`src/rtl/ffa_pkg.sv`:
```
// Package for the first-fit free-list allocator: sizes, request/response
// structs, status codes, controller states and the command/status bundles.
// No dependencies.
`timescale 1ns / 1ps

package ffa_pkg;

  // Table and heap geometry
  localparam int unsigned FREE_SLOTS   = 64;
  localparam int unsigned HEADER_BYTES = 8;
  localparam int unsigned ALIGN_BYTES  = 8;
  localparam int unsigned IDX_W        = $clog2(FREE_SLOTS);
  localparam int unsigned CNT_W        = $clog2(FREE_SLOTS + 1);
  localparam int unsigned ADDR_W       = 32;
  localparam int unsigned SIZE_W       = 24;
  localparam int unsigned NEED_W       = SIZE_W + 1;
  localparam int unsigned CFG_IDX_W    = 1;
  localparam int unsigned CFG_DATA_W   = 32;

  // Configuration register indexes
  localparam logic [CFG_IDX_W-1:0] CFG_HEAP_BASE  = CFG_IDX_W'(0);
  localparam logic [CFG_IDX_W-1:0] CFG_HEAP_LIMIT = CFG_IDX_W'(1);

  localparam logic [ADDR_W-1:0] HEAP_BASE_RST  = '0;
  localparam logic [ADDR_W-1:0] HEAP_LIMIT_RST = '1;

  typedef enum logic [0:0] {
    OP_ALLOC = 1'b0,
    OP_FREE  = 1'b1
  } ffa_op_e;

  typedef enum logic [1:0] {
    RSP_OK   = 2'd0,
    RSP_OOM  = 2'd1,
    RSP_FULL = 2'd2,
    RSP_NULL = 2'd3
  } ffa_status_e;

  typedef struct packed {
    ffa_op_e           opcode;
    logic [SIZE_W-1:0] req_size;
    logic [ADDR_W-1:0] block_addr;
    logic [SIZE_W-1:0] free_size;
  } ffa_req_t;

  typedef struct packed {
    logic [ADDR_W-1:0] result_addr;
    logic [SIZE_W-1:0] granted_size;
    ffa_status_e       status;
  } ffa_rsp_t;

  // One free-table entry
  typedef struct packed {
    logic [ADDR_W-1:0] addr;
    logic [SIZE_W-1:0] size;
  } ffa_entry_t;

  typedef enum logic [2:0] {
    S_IDLE,
    S_DECODE,
    S_SCAN,
    S_SHIFT,
    S_BUMP,
    S_RESP
  } ffa_state_e;

  // Controller to datapath
  typedef struct packed {
    logic capture;
    logic prep;
    logic free_op;
    logic scan;
    logic shift;
    logic bump;
    logic emit;
  } ffa_cmd_t;

  // Datapath to controller
  typedef struct packed {
    logic is_free;
    logic oversize;
    logic table_empty;
    logic hit;
    logic scan_miss;
    logic shift_done;
    logic out_ready;
  } ffa_stat_t;

  // Round a request up to the alignment; zero becomes one aligned unit
  function automatic logic [NEED_W-1:0] round_need(input logic [SIZE_W-1:0] req);
    logic [NEED_W-1:0] sum;
    sum = NEED_W'(req) + NEED_W'(ALIGN_BYTES - 1);
    if (req == '0) begin
      return NEED_W'(ALIGN_BYTES);
    end
    return sum & ~NEED_W'(ALIGN_BYTES - 1);
  endfunction

endpackage

```
`src/rtl/ffa_ctrl.sv`:
```
// Controller state machine of the allocator: sequences decode, table scan,
// table compaction, heap bump and response. Depends on ffa_pkg.
`timescale 1ns / 1ps

module ffa_ctrl import ffa_pkg::*; (
  input  logic      clk_i,
  input  logic      rst_ni,
  input  logic      in_valid_i,
  output logic      in_stall_o,
  input  ffa_stat_t stat_i,
  output ffa_cmd_t  cmd_o
);

  ffa_state_e state_q, state_d;

  // Hold state
  always_ff @(posedge clk_i or negedge rst_ni) begin
    if (!rst_ni) begin
      state_q <= S_IDLE;
    end else begin
      state_q <= state_d;
    end
  end

  // Next state
  always_comb begin
    state_d = state_q;
    unique case (state_q)
      S_IDLE: begin
        if (in_valid_i) begin
          state_d = S_DECODE;
        end
      end
      S_DECODE: begin
        priority if (stat_i.is_free) begin
          state_d = S_RESP;
        end else if (stat_i.oversize) begin
          state_d = S_RESP;
        end else if (stat_i.table_empty) begin
          state_d = S_BUMP;
        end else begin
          state_d = S_SCAN;
        end
      end
      S_SCAN: begin
        priority if (stat_i.hit) begin
          state_d = S_SHIFT;
        end else if (stat_i.scan_miss) begin
          state_d = S_BUMP;
        end else begin
          state_d = S_SCAN;
        end
      end
      S_SHIFT: begin
        if (stat_i.shift_done) begin
          state_d = S_RESP;
        end
      end
      S_BUMP: begin
        state_d = S_RESP;
      end
      S_RESP: begin
        if (stat_i.out_ready) begin
          state_d = S_IDLE;
        end
      end
      default: begin
        state_d = S_IDLE;
      end
    endcase
  end

  // Commands
  always_comb begin
    cmd_o      = '0;
    in_stall_o = 1'b1;
    unique case (state_q)
      S_IDLE: begin
        in_stall_o    = 1'b0;
        cmd_o.capture = in_valid_i;
      end
      S_DECODE: begin
        cmd_o.free_op = stat_i.is_free;
        cmd_o.prep    = !stat_i.is_free;
      end
      S_SCAN: begin
        cmd_o.scan = 1'b1;
      end
      S_SHIFT: begin
        cmd_o.shift = 1'b1;
      end
      S_BUMP: begin
        cmd_o.bump = 1'b1;
      end
      S_RESP: begin
        cmd_o.emit = stat_i.out_ready;
      end
      default: begin
        cmd_o = '0;
      end
    endcase
  end

endmodule

```
`config.mk`:
```
export PLATFORM = sky130hd
export DESIGN_NAME = ffa_ctrl
export DESIGN_NICKNAME = d
export VERILOG_FILES = /design/src/rtl/ffa_pkg.sv /design/src/rtl/ffa_ctrl.sv
export SDC_FILE = /design/constraint.sdc
export NUM_CORES = 1
export LEC_CHECK = 0
export ABC_AREA = 1
export ABC_CLOCK_PERIOD_IN_PS = 1280
export BUFFER_PORTS_ARGS = -buffer_cell sky130_fd_sc_hd__buf_4
export CORE_AREA = 2 2 39 41
export CTS_CLUSTER_SIZE = 14
export DETAILED_ROUTE_END_ITERATION = 16
export DIE_AREA = 0 0 41 43
export GPL_TIMING_DRIVEN = 0
export PLACE_DENSITY_LB_ADDON = 0.08
export SYNTH_ARGS = -nofsm -noshare
export SYNTH_HDL_FRONTEND = slang
export SYNTH_SLANG_ARGS = --single-unit
```
`constraint.sdc`:
```
create_clock -name clk_i -period 1.28 [get_ports clk_i]
set_clock_uncertainty 0.1 [all_clocks]
set_input_delay 0.064 -clock clk_i [delete_from_list [all_inputs] [get_ports clk_i]]
set_output_delay 0.064 -clock clk_i [all_outputs]
set_load 0.005 [all_outputs]
```
==> impl_metrics.env <==
export IMPL_status="finished, violations left"
export IMPL_violations="setup timing"
export IMPL_syn_area_per_cell_um2=5.65
export IMPL_initial_utilization_pct=22.9
export IMPL_drt_wl_total_um=824
export IMPL_whs_ps=11.3
export IMPL_maxCapViolCount=0
export IMPL_dp_cells=89
export IMPL_gr_usage_met1_pct=12.7
export IMPL_finalMaxSlewViolations=0
export IMPL_hp_class="in2reg"
export IMPL_synth_edf_count=0
export IMPL_use_met3_pct=3.14
export IMPL_antenna_found_initial=0
export IMPL_drtAntennaViolNets=0
export IMPL_setup_worst_path_start_class="register"
export IMPL_critPathMaxStageDelay_ps=420
export IMPL_cts_root_buf="clkbuf_4"
export IMPL_cts_max_level=1
export IMPL_firstDrtPassIters=1
export IMPL_grt_overflow=0
export IMPL_fmax_ghz=0.770
export IMPL_io_pins=18
export IMPL_route_vias_total=402
export IMPL_final_setup_tns_ps=-47.7
export IMPL_grt_max_degree=8
export IMPL_critPathCaptureType="output pin"
export IMPL_top_regs="state_q (3)"
export IMPL_fillers=157
export IMPL_layout_setup_ws_ps=-17.9
export IMPL_worst_path_max_delay_cell="dfrtp_1"
export IMPL_synth_flop_cell="dfrtp_1"
export IMPL_gp_routability_congestion=0.708
export IMPL_clk_pin_slew_ps=40
export IMPL_peakVddDrop_mv=0.884
export IMPL_synth_seq_cells=3
export IMPL_port_buffers=17
export IMPL_grt_use_total_pct=11.2
export IMPL_synth_most_common_cell="nand2_1"
export IMPL_grt_pass1_vias=358
export IMPL_cts_tree="built"
export IMPL_yosys_warnings=0
export IMPL_worstPathRequired_ps=1120
export IMPL_layoutNonFillerInstCount=98
export IMPL_nets=93
export IMPL_cp_num_buf_inv=3
export IMPL_finalInstanceArea_um2=566
export IMPL_netlist_area_um2=317
export IMPL_synth_area_top_cells="dfrtp_1, nand2_1, nor2_1"
export IMPL_die_area_mm2=0.00176
export IMPL_power_density_mw_per_mm2=1880
export IMPL_grt_busiest_layer="met2"
export IMPL_grtUsageMet2_pct=16.9
export IMPL_clock_latency_ps=230
export IMPL_regMostFlops="state_q"
export IMPL_fp_dieW_um=41
export IMPL_syn_nets=66
export IMPL_place_area_um2=464
export IMPL_die_y_um=43
export IMPL_synth_common_cells="nand2_1, nor2_1, inv_1"
export IMPL_worstMarginPinSlew_ps=218
export IMPL_drtIter0Drc=0
export IMPL_yosys_area_top_type_share_pct=23.7
export IMPL_p_leak_nw=0.305
export IMPL_core_region_area_mm2=0.00138
export IMPL_setup_violations=4
export IMPL_hold_violations=0
export IMPL_post_synth_num_cell_types=14
export IMPL_relSlewSlack_pct=85.5
export IMPL_rsz0062_at_grt="yes"
export IMPL_cts_sinks=3
export IMPL_viasPerCell=4.10
export IMPL_ctsLongestPathBuffers=2
export IMPL_rows=14
export IMPL_dp_hpwl_um=651
export IMPL_period_minus_slack_ps=1300
export IMPL_wl_per_cell_um=8.41
export IMPL_cpMostUsedCell="inv_2"
export IMPL_synthToLayoutAreaGrowth_pct=78.7
export IMPL_async_reset_ff_share_pct=100
export IMPL_ys_seq_area_share_pct=23.7
export IMPL_crit_arrival_ps=1130
export IMPL_diodes=0
export IMPL_grt_pass1_wl_um=1300
export IMPL_cts_made_buffers=3
export IMPL_synth_largest_area_cell="dfrtp_1"
export IMPL_critical_path_max_fanout=4
export IMPL_fin_crit_sh_pct=101
export IMPL_largest_reg_flops=3
export IMPL_drc_errors=0
export IMPL_critPathKind="reg2out"
export IMPL_path_cells="inv_2 > nand2_2 > nor2_4 > inv_2 > nor2_1 > buf_4"
export IMPL_drive_above_1_share_pct=52.4
export IMPL_synth_cells=56
export IMPL_cp_top_family="flip-flops"
[final cells by class]
cell class                 instances  area [um^2]  area share (%)
multi-input combinational         42          230            40.7
timing repair buffer              22          170            30.1
sequential                         3         77.6            13.7
inverter                          11         41.3            7.30
clock buffer                       4         26.3            4.65
tap                               16         20.0            3.54
[final timing paths]
| check | from | end | slack [ps] | cells past startpoint |
|---|---|---|---|---|
| max | state_q[1]$_DFFE_PN0P_ | cmd_o[5] | -20 | 6 |
| min | stat_i[3] | state_q[1]$_DFFE_PN0P_ | 10 | 3 |
| max reg2reg | state_q[0]$_DFFE_PN0P_ | state_q[2]$_DFFE_PN0P_ | 10 | 8 |
| min reg2reg | state_q[0]$_DFFE_PN0P_ | state_q[1]$_DFFE_PN0P_ | 610 | 3 |
| max in group asynchronous | rst_ni | state_q[0]$_DFFE_PN0P_ | 930 | 2 |
| min in group asynchronous | rst_ni | state_q[1]$_DFFE_PN0P_ | 50 | 2 |
[cell families (layout without fill, tap and decap cells)]
group                  Yosys count  count (layout)  share of synthesized area, %
AO/OA/AOI/OAI                    3               3                          5.53
buffers and inverters           11              37                          13.0
flip-flops                       3               3                          23.7
AND/OR/NAND/NOR                 39              39                          57.7
[through the flow]
stage / setup slack (ps) / util [%] / power, mW
6_report: -17.9 / 40.9 / 1.06
5_1_grt: -108 / 40.9 / 1.19
3_3_place_gp: 56.6 / 33.5 / 0.751
3_5_place_dp: 73.7 / 33.5 / 0.743
4_1_cts: -84.6 / 38.8 / 0.995
2_1_floorplan: 187 / - / 0.541
[routing by layer]
| layer | routed length [um] | vias up |
|---|---|---|
| li1 | - | 219 |
| met1 | 319 | 173 |
| met2 | 459 | 8 |
| met3 | 29 | 2 |
| met4 | 14 | 0 |
| met5 | 0 | - |
[power by group]
| part | leakage, nW | total (mW) | internal (mW) | switching (mW) |
|---|---|---|---|---|
| Combinational | 0.255 | 0.657 | 0.322 | 0.335 |
| Sequential | 0.0352 | 0.241 | 0.142 | 0.0983 |
| Clock | 0.0150 | 0.166 | 0.117 | 0.0489 |
| Total | 0.305 | 1.06 | 0.581 | 0.482 |
[layout by cell type, fill, tap and decap left out]
cell type and count:
inv_1 7, dlygate4sd3_1 2, buf_4 20, nand3_1 4, dfrtp_2 2, nor2_2 4
inv_2 4, dfrtp_1 1, clkbuf_4 3, nor2_1 8, nor2_4 3, nor3_2 1
o21ai_1 1, nand2_2 4, nand3_2 2, nand2_1 13, a21oi_1 1, o211ai_1 1
clkbuf_1 1
[repair_timing]
item	4_1_cts	5_1_grt
pin swaps	1	4
hold buffers	2	0
endpoints found under the hold margin	4	0
gates resized for setup	3	10
cloned	0	0
setup endpoints to repair	6	10
setup buffers	3	0
[tightest hold or removal path: cells and delay by family]
family | cells | cell delay [ps]
AO/OA/AOI/OAI | 2 | 140
buffers and inverters | 1 | 90
Note: power is estimated with default switching activity, not from simulation.
